[config.mk]
export PLATFORM = sky130hd
export DESIGN_NAME = symmetric_fir_filter
export DESIGN_NICKNAME = d
export VERILOG_FILES = /design/src/rtl/core/sfir_pkg.sv /design/src/rtl/core/sfir_ram.sv /design/src/rtl/core/sfir_dp.sv /design/src/rtl/core/sfir_ctrl.sv /design/src/rtl/core/symmetric_fir_filter.sv
export SDC_FILE = /design/constraint.sdc
export NUM_CORES = 2
export LEC_CHECK = 0
export BUFFER_PORTS_ARGS = -buffer_cell sky130_fd_sc_hd__buf_2
export CORE_ASPECT_RATIO = 1.25
export CORE_MARGIN = 2
export CORE_UTILIZATION = 54
export CTS_BUF_LIST = sky130_fd_sc_hd__clkbuf_4
export CTS_CLUSTER_SIZE = 25
export DETAILED_ROUTE_END_ITERATION = 16
export GPL_TIMING_DRIVEN = 0
export PLACE_DENSITY = 0.81
export REMOVE_ABC_BUFFERS = 1
export SYNTH_ARGS = -nofsm -noshare
export SYNTH_HDL_FRONTEND = slang
export SYNTH_SLANG_ARGS = --single-unit
[constraint.sdc]
create_clock -name clk -period 7.6 [get_ports clk]
set_clock_uncertainty 0.15 [all_clocks]
set_input_delay 0.76 -clock clk [delete_from_list [all_inputs] [get_ports clk]]
set_output_delay 0.76 -clock clk [all_outputs]
set_load 0.01 [all_outputs]
[src/rtl/core/sfir_pkg.sv]
// ----------------------------------------------------------------------------
// sfir_pkg: shared constants and types for the symmetric FIR filter
// Filter order, ring and half-table sizes, datapath widths, item kind codes,
// and the command and status words between the controller and the datapath.
// ----------------------------------------------------------------------------
`default_nettype none

package sfir_pkg;

    // Filter geometry
    localparam int ORDER      = 63;
    localparam int RING_LEN   = ORDER + 1;
    localparam int HALF_LEN   = ORDER / 2 + 1;
    localparam int PAIR_COUNT = (ORDER + 1) / 2;
    localparam bit HAS_MIDDLE = (ORDER % 2) == 0;

    // Address and counter widths
    localparam int RA_W  = $clog2(RING_LEN);
    localparam int HA_W  = (HALF_LEN > 1) ? $clog2(HALF_LEN) : 1;
    localparam int CNT_W = $clog2(HALF_LEN + 1);

    // Datapath widths
    localparam int SMP_W  = 16;
    localparam int COEF_W = 16;
    localparam int IDX_W  = 5;
    localparam int PAIR_W = SMP_W + 1;
    localparam int PROD_W = PAIR_W + COEF_W;
    localparam int ACC_W  = PROD_W + 1 + HA_W;
    localparam int FRAC_W = 15;
    localparam int Q_W    = ACC_W - FRAC_W;

    // Item kinds
    localparam logic FUNC_SAMPLE = 1'b0;
    localparam logic FUNC_LOAD   = 1'b1;

    // Controller to datapath commands
    typedef struct packed {
        logic            wr_sample;
        logic            wr_coef;
        logic            issue;
        logic            mid;
        logic [HA_W-1:0] step;
        logic            bias;
        logic            load_out;
    } sfir_cmd_t;

    // Datapath to controller status
    typedef struct packed {
        logic pipe_idle;
    } sfir_stat_t;

endpackage

`default_nettype wire

[src/rtl/core/sfir_ram.sv]
// ----------------------------------------------------------------------------
// sfir_ram: generic single-write, single-read RAM
// One write port and one read port, read data registered.
// ----------------------------------------------------------------------------
`default_nettype none

module sfir_ram #(
    parameter int WIDTH = 16,
    parameter int DEPTH = 64,
    localparam int AW   = (DEPTH > 1) ? $clog2(DEPTH) : 1
) (
    input  wire logic             clk,
    input  wire logic             we,
    input  wire logic [AW-1:0]    waddr,
    input  wire logic [WIDTH-1:0] wdata,
    input  wire logic [AW-1:0]    raddr,
    output logic      [WIDTH-1:0] rdata
);

    logic [WIDTH-1:0] mem [DEPTH];
    logic [WIDTH-1:0] rdata_reg;

    // Write port
    always_ff @(posedge clk)
    begin
        if (we)
        begin
            mem[waddr] <= wdata;
        end
    end

    // Registered read port
    always_ff @(posedge clk)
    begin
        rdata_reg <= mem[raddr];
    end

    assign rdata = rdata_reg;

endmodule

`default_nettype wire

[src/rtl/core/sfir_dp.sv]
// ----------------------------------------------------------------------------
// sfir_dp: symmetric FIR datapath
// Sample ring (two RAM copies for the mirrored reads), coefficient half
// table, pre-add / multiply / accumulate pipeline, Q15 scaling and output
// saturation. Driven entirely by the controller's command word.
// ----------------------------------------------------------------------------
`default_nettype none

module sfir_dp
    import sfir_pkg::*;
(
    input  wire logic                     clk,
    input  wire logic                     rst_n,
    input  wire sfir_cmd_t                cmd,
    input  wire logic signed [SMP_W-1:0]  sample,
    input  wire logic        [IDX_W-1:0]  coef_index,
    input  wire logic signed [COEF_W-1:0] coef_value,
    output sfir_stat_t                    stat,
    output logic signed      [SMP_W-1:0]  filtered
);

    localparam logic signed [ACC_W-1:0] ROUND_BIAS = ACC_W'((1 << FRAC_W) - 1);
    localparam logic signed [Q_W-1:0]   Q_MAX      = Q_W'((1 << (SMP_W - 1)) - 1);
    localparam logic signed [Q_W-1:0]   Q_MIN      = Q_W'(-(1 << (SMP_W - 1)));

    // Ring pointers and entry valid bits
    logic [RA_W-1:0]     wp_reg;
    logic [RA_W-1:0]     newer_reg;
    logic [RA_W-1:0]     older_reg;
    logic [RING_LEN-1:0] ring_vld_reg;
    logic [HALF_LEN-1:0] coef_vld_reg;

    // Pipeline stages
    logic                      s1_vld_reg;
    logic                      s1_a_vld_reg;
    logic                      s1_b_vld_reg;
    logic                      s1_c_vld_reg;
    logic                      s1_mid_reg;
    logic                      s2_vld_reg;
    logic                      s3_vld_reg;
    logic signed [PAIR_W-1:0]  pair_reg;
    logic signed [PAIR_W-1:0]  pair_next;
    logic signed [COEF_W-1:0]  coef2_reg;
    logic signed [COEF_W-1:0]  coef2_next;
    logic signed [PROD_W-1:0]  prod_reg;
    logic signed [PROD_W-1:0]  prod_next;
    logic signed [ACC_W-1:0]   acc_reg;
    logic signed [ACC_W-1:0]   biased_reg;
    logic signed [SMP_W-1:0]   filtered_reg;
    logic signed [SMP_W-1:0]   filtered_next;

    // RAM data
    logic [SMP_W-1:0]  ring_a_q;
    logic [SMP_W-1:0]  ring_b_q;
    logic [COEF_W-1:0] coef_q;

    logic                    coef_hit;
    logic                    coef_we;
    logic [HA_W-1:0]         coef_waddr;
    logic signed [SMP_W-1:0] a_val;
    logic signed [SMP_W-1:0] b_val;
    logic signed [Q_W-1:0]   q_val;

    function automatic logic [RA_W-1:0] ring_next(input logic [RA_W-1:0] p);
        logic [RA_W-1:0] r;
        if (p == RA_W'(RING_LEN - 1))
        begin
            r = '0;
        end
        else
        begin
            r = p + 1'b1;
        end
        return r;
    endfunction

    function automatic logic [RA_W-1:0] ring_prev(input logic [RA_W-1:0] p);
        logic [RA_W-1:0] r;
        if (p == '0)
        begin
            r = RA_W'(RING_LEN - 1);
        end
        else
        begin
            r = p - 1'b1;
        end
        return r;
    endfunction

    // Ignore loads beyond the half table
    assign coef_hit   = {{(32 - IDX_W){1'b0}}, coef_index} < 32'(HALF_LEN);
    assign coef_we    = cmd.wr_coef && coef_hit;
    assign coef_waddr = HA_W'(coef_index);

    // Sample ring, newer-side copy
    sfir_ram #(
        .WIDTH (SMP_W),
        .DEPTH (RING_LEN)
    ) u_ring_a (
        .clk   (clk),
        .we    (cmd.wr_sample),
        .waddr (wp_reg),
        .wdata (sample),
        .raddr (newer_reg),
        .rdata (ring_a_q)
    );

    // Sample ring, older-side copy
    sfir_ram #(
        .WIDTH (SMP_W),
        .DEPTH (RING_LEN)
    ) u_ring_b (
        .clk   (clk),
        .we    (cmd.wr_sample),
        .waddr (wp_reg),
        .wdata (sample),
        .raddr (older_reg),
        .rdata (ring_b_q)
    );

    // Coefficient half table
    sfir_ram #(
        .WIDTH (COEF_W),
        .DEPTH (HALF_LEN)
    ) u_coef (
        .clk   (clk),
        .we    (coef_we),
        .waddr (coef_waddr),
        .wdata (coef_value),
        .raddr (cmd.step),
        .rdata (coef_q)
    );

    // Advance ring pointers, track written entries
    always_ff @(posedge clk or negedge rst_n)
    begin
        if (!rst_n)
        begin
            wp_reg       <= '0;
            newer_reg    <= '0;
            older_reg    <= '0;
            ring_vld_reg <= '0;
            coef_vld_reg <= '0;
        end
        else
        begin
            if (cmd.wr_sample)
            begin
                ring_vld_reg[wp_reg] <= 1'b1;
                newer_reg            <= wp_reg;
                older_reg            <= ring_next(wp_reg);
                wp_reg               <= ring_next(wp_reg);
            end
            else if (cmd.issue)
            begin
                newer_reg <= ring_prev(newer_reg);
                older_reg <= ring_next(older_reg);
            end
            if (coef_we)
            begin
                coef_vld_reg[coef_waddr] <= 1'b1;
            end
        end
    end

    // Stage valid flags
    always_ff @(posedge clk or negedge rst_n)
    begin
        if (!rst_n)
        begin
            s1_vld_reg <= 1'b0;
            s2_vld_reg <= 1'b0;
            s3_vld_reg <= 1'b0;
        end
        else
        begin
            s1_vld_reg <= cmd.issue;
            s2_vld_reg <= s1_vld_reg;
            s3_vld_reg <= s2_vld_reg;
        end
    end

    // Carry entry valid bits alongside the registered read data
    always_ff @(posedge clk)
    begin
        s1_a_vld_reg <= ring_vld_reg[newer_reg];
        s1_b_vld_reg <= ring_vld_reg[older_reg];
        s1_c_vld_reg <= coef_vld_reg[cmd.step];
        s1_mid_reg   <= cmd.mid;
    end

    // Pre-add mirrored pair; unwritten entries read as zero
    always_comb
    begin
        a_val      = s1_a_vld_reg ? $signed(ring_a_q) : '0;
        b_val      = (s1_b_vld_reg && !s1_mid_reg) ? $signed(ring_b_q) : '0;
        coef2_next = s1_c_vld_reg ? $signed(coef_q) : '0;
        pair_next  = PAIR_W'(a_val) + PAIR_W'(b_val);
        prod_next  = PROD_W'(pair_reg) * PROD_W'(coef2_reg);
    end

    // Pre-add and multiply stages
    always_ff @(posedge clk)
    begin
        pair_reg  <= pair_next;
        coef2_reg <= coef2_next;
        prod_reg  <= prod_next;
    end

    // Accumulate, then bias negative sums for truncation toward zero
    always_ff @(posedge clk)
    begin
        if (cmd.wr_sample)
        begin
            acc_reg <= '0;
        end
        else if (s3_vld_reg)
        begin
            acc_reg <= acc_reg + ACC_W'(prod_reg);
        end
        if (cmd.bias)
        begin
            biased_reg <= acc_reg[ACC_W-1] ? acc_reg + ROUND_BIAS : acc_reg;
        end
    end

    // Drop the Q15 fraction and saturate
    always_comb
    begin
        q_val = biased_reg[ACC_W-1:FRAC_W];
        priority if (q_val > Q_MAX)
        begin
            filtered_next = Q_MAX[SMP_W-1:0];
        end
        else if (q_val < Q_MIN)
        begin
            filtered_next = Q_MIN[SMP_W-1:0];
        end
        else
        begin
            filtered_next = q_val[SMP_W-1:0];
        end
    end

    // Output word register
    always_ff @(posedge clk)
    begin
        if (cmd.load_out)
        begin
            filtered_reg <= filtered_next;
        end
    end

    assign filtered       = filtered_reg;
    assign stat.pipe_idle = !s1_vld_reg && !s2_vld_reg && !s3_vld_reg;

endmodule

`default_nettype wire

[src/rtl/core/sfir_ctrl.sv]
// ----------------------------------------------------------------------------
// sfir_ctrl: symmetric FIR controller
// Accepts input words, steps the datapath through one pair per cycle,
// waits for the pipeline to drain, scales and hands over the output word.
// ----------------------------------------------------------------------------
`default_nettype none

module sfir_ctrl
    import sfir_pkg::*;
(
    input  wire logic       clk,
    input  wire logic       rst_n,
    input  wire logic       in_valid,
    output logic            in_stall,
    input  wire logic       func,
    output logic            out_valid,
    input  wire logic       out_stall,
    input  wire sfir_stat_t stat,
    output sfir_cmd_t       cmd
);

    localparam logic [2:0] ST_IDLE  = 3'd0;
    localparam logic [2:0] ST_RUN   = 3'd1;
    localparam logic [2:0] ST_DRAIN = 3'd2;
    localparam logic [2:0] ST_ROUND = 3'd3;
    localparam logic [2:0] ST_SAT   = 3'd4;

    logic [2:0]       state_reg;
    logic [2:0]       state_next;
    logic [CNT_W-1:0] cnt_reg;
    logic [CNT_W-1:0] cnt_next;
    logic             out_valid_reg;
    logic             out_valid_next;
    logic             in_take;

    assign in_stall = state_reg != ST_IDLE;
    assign in_take  = in_valid && !in_stall;

    // Next state and commands
    always_comb
    begin
        state_next     = state_reg;
        cnt_next       = cnt_reg;
        out_valid_next = out_valid_reg && out_stall;
        cmd            = '0;
        cmd.step       = cnt_reg[HA_W-1:0];
        unique case (state_reg)
            ST_IDLE:
            begin
                if (in_take)
                begin
                    if (func == FUNC_LOAD)
                    begin
                        cmd.wr_coef = 1'b1;
                    end
                    else
                    begin
                        cmd.wr_sample = 1'b1;
                        cnt_next      = '0;
                        state_next    = ST_RUN;
                    end
                end
            end
            ST_RUN:
            begin
                cmd.issue = 1'b1;
                cmd.mid   = HAS_MIDDLE && (cnt_reg == CNT_W'(PAIR_COUNT));
                cnt_next  = cnt_reg + 1'b1;
                if (cnt_reg == CNT_W'(HALF_LEN - 1))
                begin
                    state_next = ST_DRAIN;
                end
            end
            ST_DRAIN:
            begin
                if (stat.pipe_idle)
                begin
                    state_next = ST_ROUND;
                end
            end
            ST_ROUND:
            begin
                cmd.bias   = 1'b1;
                state_next = ST_SAT;
            end
            ST_SAT:
            begin
                // Hold until the output register is free
                if (!out_valid_reg || !out_stall)
                begin
                    cmd.load_out   = 1'b1;
                    out_valid_next = 1'b1;
                    state_next     = ST_IDLE;
                end
            end
            default:
            begin
                state_next = ST_IDLE;
            end
        endcase
    end

    always_ff @(posedge clk or negedge rst_n)
    begin
        if (!rst_n)
        begin
            state_reg     <= ST_IDLE;
            cnt_reg       <= '0;
            out_valid_reg <= 1'b0;
        end
        else
        begin
            state_reg     <= state_next;
            cnt_reg       <= cnt_next;
            out_valid_reg <= out_valid_next;
        end
    end

    assign out_valid = out_valid_reg;

    // Step index never runs past the half table
    a_step_range: assert property (@(posedge clk) disable iff (!rst_n)
        cmd.issue |-> (cnt_reg < CNT_W'(HALF_LEN)))
        else $error("pair step issued beyond half table");

    // A new word never overwrites one still waiting at the output
    a_no_overwrite: assert property (@(posedge clk) disable iff (!rst_n)
        cmd.load_out |-> !(out_valid_reg && out_stall))
        else $error("output word overwritten while stalled");

    // Scaling starts only after the last product has been accumulated
    a_drained: assert property (@(posedge clk) disable iff (!rst_n)
        (state_reg == ST_ROUND) |-> stat.pipe_idle)
        else $error("scaling started with pipeline busy");

    // An accepted sample starts the pair sweep at step zero
    a_sweep_start: assert property (@(posedge clk) disable iff (!rst_n)
        (state_reg == ST_IDLE && in_valid && func == FUNC_SAMPLE)
        |=> (state_reg == ST_RUN && cnt_reg == '0))
        else $error("sample accepted without starting the sweep");

endmodule

`default_nettype wire

[src/rtl/core/symmetric_fir_filter.sv]
// ----------------------------------------------------------------------------
// symmetric_fir_filter: mono linear-phase FIR filter, symmetric Q15 taps
// Input channel: in_valid / in_stall with func, sample, coef_index and
// coef_value. A word with func = 1 loads one half-table coefficient
// (positions beyond the half table are ignored) and produces no output.
// A word with func = 0 is an audio sample: it enters the sample ring and
// produces one filtered word.
// Output channel: out_valid / out_stall with filtered. The word is held in
// an output register, so the next input word is taken while a result
// still waits.
// Timing: the sweep issues one mirrored pair per cycle from the two ring
// copies and the coefficient RAM, HALF_LEN steps (32 at ORDER = 63). After
// the sweep the controller waits for the pipeline to drain, biases the
// sum and loads the saturated result; then the next word is taken.
// Stall: a stalled output holds filtered unchanged; if a second result is
// ready before the first is taken, the controller waits and in_stall stays
// high.
// Reset: ring, write pointer and coefficients read as zero; no word is
// pending on the output.
// ----------------------------------------------------------------------------
`default_nettype none

module symmetric_fir_filter
    import sfir_pkg::*;
(
    input  wire logic                     clk,
    input  wire logic                     rst_n,
    input  wire logic                     in_valid,
    output logic                          in_stall,
    input  wire logic                     func,
    input  wire logic signed [SMP_W-1:0]  sample,
    input  wire logic        [IDX_W-1:0]  coef_index,
    input  wire logic signed [COEF_W-1:0] coef_value,
    output logic                          out_valid,
    input  wire logic                     out_stall,
    output logic signed      [SMP_W-1:0]  filtered
);

    sfir_cmd_t  cmd;
    sfir_stat_t stat;

    // Sequencing
    sfir_ctrl u_ctrl (
        .clk       (clk),
        .rst_n     (rst_n),
        .in_valid  (in_valid),
        .in_stall  (in_stall),
        .func      (func),
        .out_valid (out_valid),
        .out_stall (out_stall),
        .stat      (stat),
        .cmd       (cmd)
    );

    // Storage and arithmetic
    sfir_dp u_dp (
        .clk        (clk),
        .rst_n      (rst_n),
        .cmd        (cmd),
        .sample     (sample),
        .coef_index (coef_index),
        .coef_value (coef_value),
        .stat       (stat),
        .filtered   (filtered)
    );

endmodule

`default_nettype wire
**Word-level counts from Yosys, hierarchy flattened**

Memory sizes are Yosys's and may differ from the RTL's. A register that Yosys moved wholly into a read port is not among the register bits.
Cells that the tools add are included.

- Register bits after elaboration: 291
- Memory bits (writable): 2,560
- Input port bits: 42
- Logic and storage cells: 122
- Memories: 3

Memory list:

| name | words | width | read ports | clocked after memory_dff | write ports | RTL line | source |
|---|---|---|---|---|---|---|---|
| u_dp.u_ring_a.mem | 64 | 16 | 1 | 1 | 1 | sfir_ram.sv:20 | `logic [WIDTH-1:0] mem [DEPTH];` |
| u_dp.u_ring_b.mem | 64 | 16 | 1 | 1 | 1 | sfir_ram.sv:20 |  |
| u_dp.u_coef.mem | 32 | 16 | 1 | 1 | 1 | sfir_ram.sv:20 |  |

- Add/sub/neg operators: 7
- Multiply operators: 1
- Magnitude comparators: 9
- Equality and inequality tests: 12
- Multiplexer cells: 44
- Bitwise logic cells: 2
- Reductions and logical operators: 22

Operators with widths:

| kind | number |
|---|---|
| 64-bit OR | 1 |
| 6-bit two-way mux | 9 |
| 16-bit two-way mux | 3 |
| 39-bit by 16-bit adder with 39-bit output (second input constant) | 1 |
| 39-bit by 33-bit adder with 39-bit output | 1 |
| 38-bit two-way mux | 1 |
| 17-bit by 16-bit multiplier with 33-bit output | 1 |
| 32-bit OR | 1 |
| 24-bit by 16-bit > comparator with 1-bit output (second input constant) | 1 |
| 24-bit by 16-bit < comparator with 1-bit output (second input constant) | 1 |
| 6-bit by 7-bit < comparator with 1-bit output (second input constant) | 3 |
| 6-bit by 1-bit adder with 6-bit output (second input constant) | 3 |
| 16-bit by 16-bit adder with 17-bit output | 1 |
| 1-bit two-way mux | 16 |
| 3-bit two-way mux | 5 |
| 3-bit one-hot mux with 5 select lines | 1 |
| 1-bit binary-select mux with 6-bit select | 2 |
| 6-bit == test (second input constant) | 2 |
| 5-bit by 6-bit < comparator with 1-bit output (second input constant) | 2 |
| 6-bit one-hot mux with 2 select lines | 1 |
| 1-bit logical AND | 7 |
| 1-bit logical NOT | 7 |
| 1-bit demux with 6-bit select | 1 |
| 3-bit by 2-bit == test with 1-bit output (second input constant) | 2 |
| other kinds (18) | 24 |

**Logic depth before layout (Yosys ltp)**

- Depth after elaboration: 7
- Depth in mapped cells: 25
- Mapped depth without buffers: 22

**Hierarchy**

Synthesis repeated with hierarchy kept, for this count alone.

- Cell total of the unflattened synthesis: 7,212
- Area, all modules: 124,720.9 um2

By module, submodules not included:

| module | times used | cells an instance | area an instance (um2) | sequential area each (um2) |
|---|---|---|---|---|
| sfir_ram (u_dp.u_ring_a ...) | 2 | 1,829 | 40,042.2 | 31,069.8 |
| sfir_dp | 1 | 2,350 | 23,511.3 | 6,311.1 |
| sfir_ram (u_dp.u_coef) | 1 | 1,143 | 20,535.9 | 15,695.1 |
| sfir_ctrl | 1 | 61 | 589.3 | 250.2 |

**Worst setup path after synthesis**

OpenSTA, ideal clock, no wires.

- Path type: register to register
- Start point: reg u_dp.coef2_reg[7]
- End point: reg u_dp.prod_reg[31]
- Library setup time: 0.072 ns
- Arrival time: 5.887 ns
- Slack: 1.491 ns
- Stages on the path, launching flop included: 23
- Buffers on the path: 3
- Path through: dfxtp_1 clkbuf_1 clkbuf_1 nand2_1 fa_1 inv_1 fa_1 fa_1 fa_1 fa_1 inv_1 fa_1 inv_1 ha_1 clkbuf_1 a2111oi_0 a31oi_1 a221o_1 a21oi_1 o21ai_1 a31o_1 a21oi_1 xnor2_1

- Cells in the longest elaborated chain, start to end: 1

RTL lines:

| element | RTL line | source |
|---|---|---|
| start, declared | sfir_dp.sv:43 | `logic signed [COEF_W-1:0] coef2_reg;` |
| start signal, assigned | sfir_dp.sv:206 | `coef2_reg <= coef2_next;` |
| 17-bit by 16-bit multiplier with 33-bit output | sfir_dp.sv:199 | `prod_next = PROD_W'(pair_reg) * PROD_W'(coef2_reg);` |
| via u_dp.prod_next[31] | sfir_dp.sv:46 | `logic signed [PROD_W-1:0] prod_next;` |
| end signal, assigned | sfir_dp.sv:207 | `prod_reg <= prod_next;` |
| end, declared | sfir_dp.sv:45 | `logic signed [PROD_W-1:0] prod_reg;` |

The timed path passes the listed nets, and every way through them passes these cells.
A chain may end at the register's enable or synchronous reset.

**Worst setup path in the final report**

- Start point: reg u_dp.coef2_reg[1]
- End point: reg u_dp.prod_reg[31]

Same word-level chain as after synthesis.

==> results.md <==
- Top Registers: u_dp.u_ring_b.mem x800, u_dp.u_coef.mem x512, u_dp.u_ring_a.mem x224
- Largest net degree at the start of global routing: 89
- CTS Buf Count: 429
- DIE AREA: around 0.17 mm²
- CTS resizes: 0
- Final-report hold violation count: 0
- Pre-CTS WS: about 690 ps
- Worst path cell trace: nand2_1 -> inv_1 -> fa_1 -> fa_1 -> fa_1 -> fa_1 -> fa_1 -> inv_1 -> fa_1 -> inv_1 -> ha_1 -> a21o_1 -> a21o_1 -> a21oi_1 -> nand2b_1 -> a21oi_1 -> o21ai_1 -> a31o_1 -> a21oi_1 -> xnor2_1
- Slowest cell on the critical path: dfxtp_1
- GPL Wtd Cong: between 0.9 and 1
- Util after Layout: 60.8%
- Max Freq: 147 MHz
- Reg with most FFs: u_dp.u_ring_b.mem
- Vias/cell: 6.62
- CP Launch Type: register
- Postcts setup bufs: 0
- Max reg flops: 800
- Yosys reg bits: 1859
- Switching pwr: 10900 µW
- FILL cells: 11300
- Cell variety after synth: 82
- Synth top area cells: edfxtp_1 (52%), mux4_2 (21%), fa_1 (6.1%)
- Gate power share: 35.4%
- Worst EP arrival: 7960 ps
- Tot Pwr: 32000 µW
- Post-DRT Antenna Nets: 0
- Fraction of layout cells with a size suffix above 1: roughly 33%
- Slew HR: 1.55%
- Maximum VDD drop: 356 µV
- Worst r2r src: u_dp.coef2_reg[1]
- Hold Crit Start: sample[15]
- Sequential share of power: 39.8%
- Die width: 371 µm
- Buf+Inv Stages, Crit Path: 3
- Worst path max stage delay: 860 ps
- Die Y: 463 µm
- CTS H-tree lvls: 5
- First-pass GRT wire length: approximately 350000 µm
- Worst Tran Pin Value: 1480 ps
- HP Class: input pin to register
- Reg-to-reg endpoint: u_dp.prod_reg[31]
- Cells on worst reg2reg path: 20
- Sw Share: about a third
- CP Capture Type: register
- HPWL Detailed: approximately 150000 µm
- FFs w/ async S/R, synth: 6.83%
- Finished Cell Area: just over 0.1 mm²
- Synth area leader: edfxtp_1
- Hold path endpoint: u_dp.u_ring_b.mem[25][15]
- Vias in the first global route: ~56000
- Clk root buf: clkbuf_4
- IO buf count: 59
- Clock-pin transition on the worst setup and hold timing paths: 80 ps
- Fin crit period: around 6800 ps
- CP most frequent cell: fa_1
- Placeable Area: 0.168 mm²
- PnR worst setup slack: around 800 ps
- Mapped Cells: 5191
- Boundary Pins: 60
- Overall Global Routing Usage: 28.1%
- Hold path depth: 1
- Routed via count: 53800
- Inst Count DP: 7297
- Max-cap viol count: 0
- Main synth FF type: edfxtp_1
- Cell area after synthesis: 0.0911 mm²
- RSZ-0062 raised after global routing: no
- Crit path required time: about 8800 ps
- Slew Viols, Final: 0
- Synth warn: 0
- Fin cells: 8129
- Syn Area/Cell: 17.5 µm²
- Top delay family on crit path: adder cells
- Final setup fails: 0
- Initial core utilization: between 50% and 60%
- Number of synthesized flops with an enable pin: 1576
- CTS tree: done
- Power share of the clock group: between 20% and 30%
- DP Area: 0.0959 mm²
- Stages on worst setup path: 20
- Routed length per instance: 29.4 µm
- Total Wirelength: 239000 µm
- Kind of critical path: register to register
- Seq/Total Area, Yosys: 58.9%
- Pwr Density: 314 mW/mm²
- LEAKAGE: 0.0362 µW
- Hold buffers post-CTS: 44
- DRC Markers: 0
- First-pass iteration count of the detailed router: 6
- Initial antenna violation count: 31
- Rows: 168
- Initial drt markers: 7303
- Yosys top cell area share: 52.0%
- Worst-path fanout max: 17
- CTS sink count: 1859
- Nets: 6026
- R2R Setup Slk: 800 ps
- Period Utilization, post-route: 89.4%
- Syn-to-layout area delta: 11.9%
- Grt ovf: 0
- Max Root-Sink Buffers: 4
- Clk_lat worst skew: 1430 ps
- Outcome: finished, final reports clean
- Pint: 21100 µW
[power by group through the flow]
stage / logic, µW / registers [µW] / clock network, µW
4_1_cts: 11100 / 12700 / 8020
3_3_place_gp: 9740 / 14300 / 0
6_report: 11300 / 12700 / 7930
2_1_floorplan: 8130 / 13500 / 0
5_1_grt: 11900 / 12800 / 8510
3_5_place_dp: 10900 / 12900 / 0
[layout make-up]
class | count | area [µm²] | area share (%)
diodes | 23 | 57.6 | 0.0565
multi-input cells | 2694 | 35300 | 34.7
well taps | 2210 | 2770 | 2.71
repair buffers | 226 | 3350 | 3.29
flip-flops and latches | 1859 | 53700 | 52.7
clock inverters | 137 | 727 | 0.713
clock buffers | 627 | 4710 | 4.62
inverters | 353 | 1330 | 1.30
[Yosys cell counts (34+ instances only)]
library cell	number
a21oi_1	74
a221oi_1	36
and2_1	175
buf_2	62
clkbuf_1	183
dfrtp_1	127
dfxtp_1	156
edfxtp_1	1576
fa_1	278
ha_1	143
inv_1	351
mux2i_1	89
mux4_2	833
nand2_1	220
nand3_1	45
nor2_1	199
nor3_1	34
o21ai_0	73
or2_2	108
xnor2_1	71
[kinds of logic (layout without fill, tap and decap cells)]
kind of cell             count (synthesis)  in the layout  share of synthesized area (%)
multiplexers                           939            939                           21.8
XOR/XNOR                               104            104                           1.00
buffers and inverters                  638           1343                           2.76
other                                    0             23                              0
AND/OR/NAND/NOR                        886            886                           4.88
flip-flops                            1859           1859                           58.9
AO/OA/AOI/OAI                          344            344                           2.63
adder cells (fa/ha/maj)                421            421                           8.07
[how the worst max path moves through the flow]
| stage | endpoint | from | slack, ps |
|---|---|---|---|
| after floorplan | u_dp.newer_reg[0] | u_dp.newer_reg[0] | -4860 |
| after global placement | u_dp.u_ring_a.rdata[4] | u_dp.newer_reg[0] | -10690 |
| after detailed placement | u_dp.prod_reg[31] | u_dp.coef2_reg[1] | 690 |
| after CTS | u_dp.prod_reg[31] | u_dp.coef2_reg[1] | 730 |
| after global routing | u_dp.prod_reg[31] | u_dp.coef2_reg[1] | 480 |
| final | u_dp.prod_reg[31] | u_dp.coef2_reg[1] | 800 |
[layer usage]
layer | GRT usage (%) | vias to the layer above | share of wire (%)
met5 | 0 | - | 0.065
met1 | 34.7 | 27400 | 33
li1 | - | 21400 | -
met2 | 44.9 | 4050 | 49
met4 | 15.4 | 18 | 5.9
met3 | 8.03 | 926 | 12
[cell usage in the layout, fill, tap and decap left out, types with 71 or more instances in the layout]
cell,n
clkinv_1,102
nand2_1,220
or2_2,108
xnor2_1,71
clkbuf_4,627
dfrtp_1,114
and2_1,175
fa_1,278
inv_1,351
o21ai_0,73
mux4_2,833
nor2_1,102
nor2_2,73
dfxtp_1,156
edfxtp_1,1576
mux2i_1,89
ha_1,143
a21oi_1,73
[per-stage QoR]
step	setup TNS [ps]	hold WS, ps
6_report	0	74.7
5_1_grt	0	10.3
4_1_cts	0	8.74
3_5_place_dp	0	217
3_3_place_gp	-642100	210
2_1_floorplan	-208540	205
[worst reg2reg max path, delay by kind of cell (launching register included)]
kind | cells | cell delay, ps
adder cells (fa/ha/maj) | 7 | 3610
AO/OA/AOI/OAI | 7 | 1440
flip-flops | 1 | 860
AND/OR/NAND/NOR | 2 | 320
buffers and inverters | 3 | 270
XOR/XNOR | 1 | 140
Note: power is estimated with default switching activity, not from simulation.
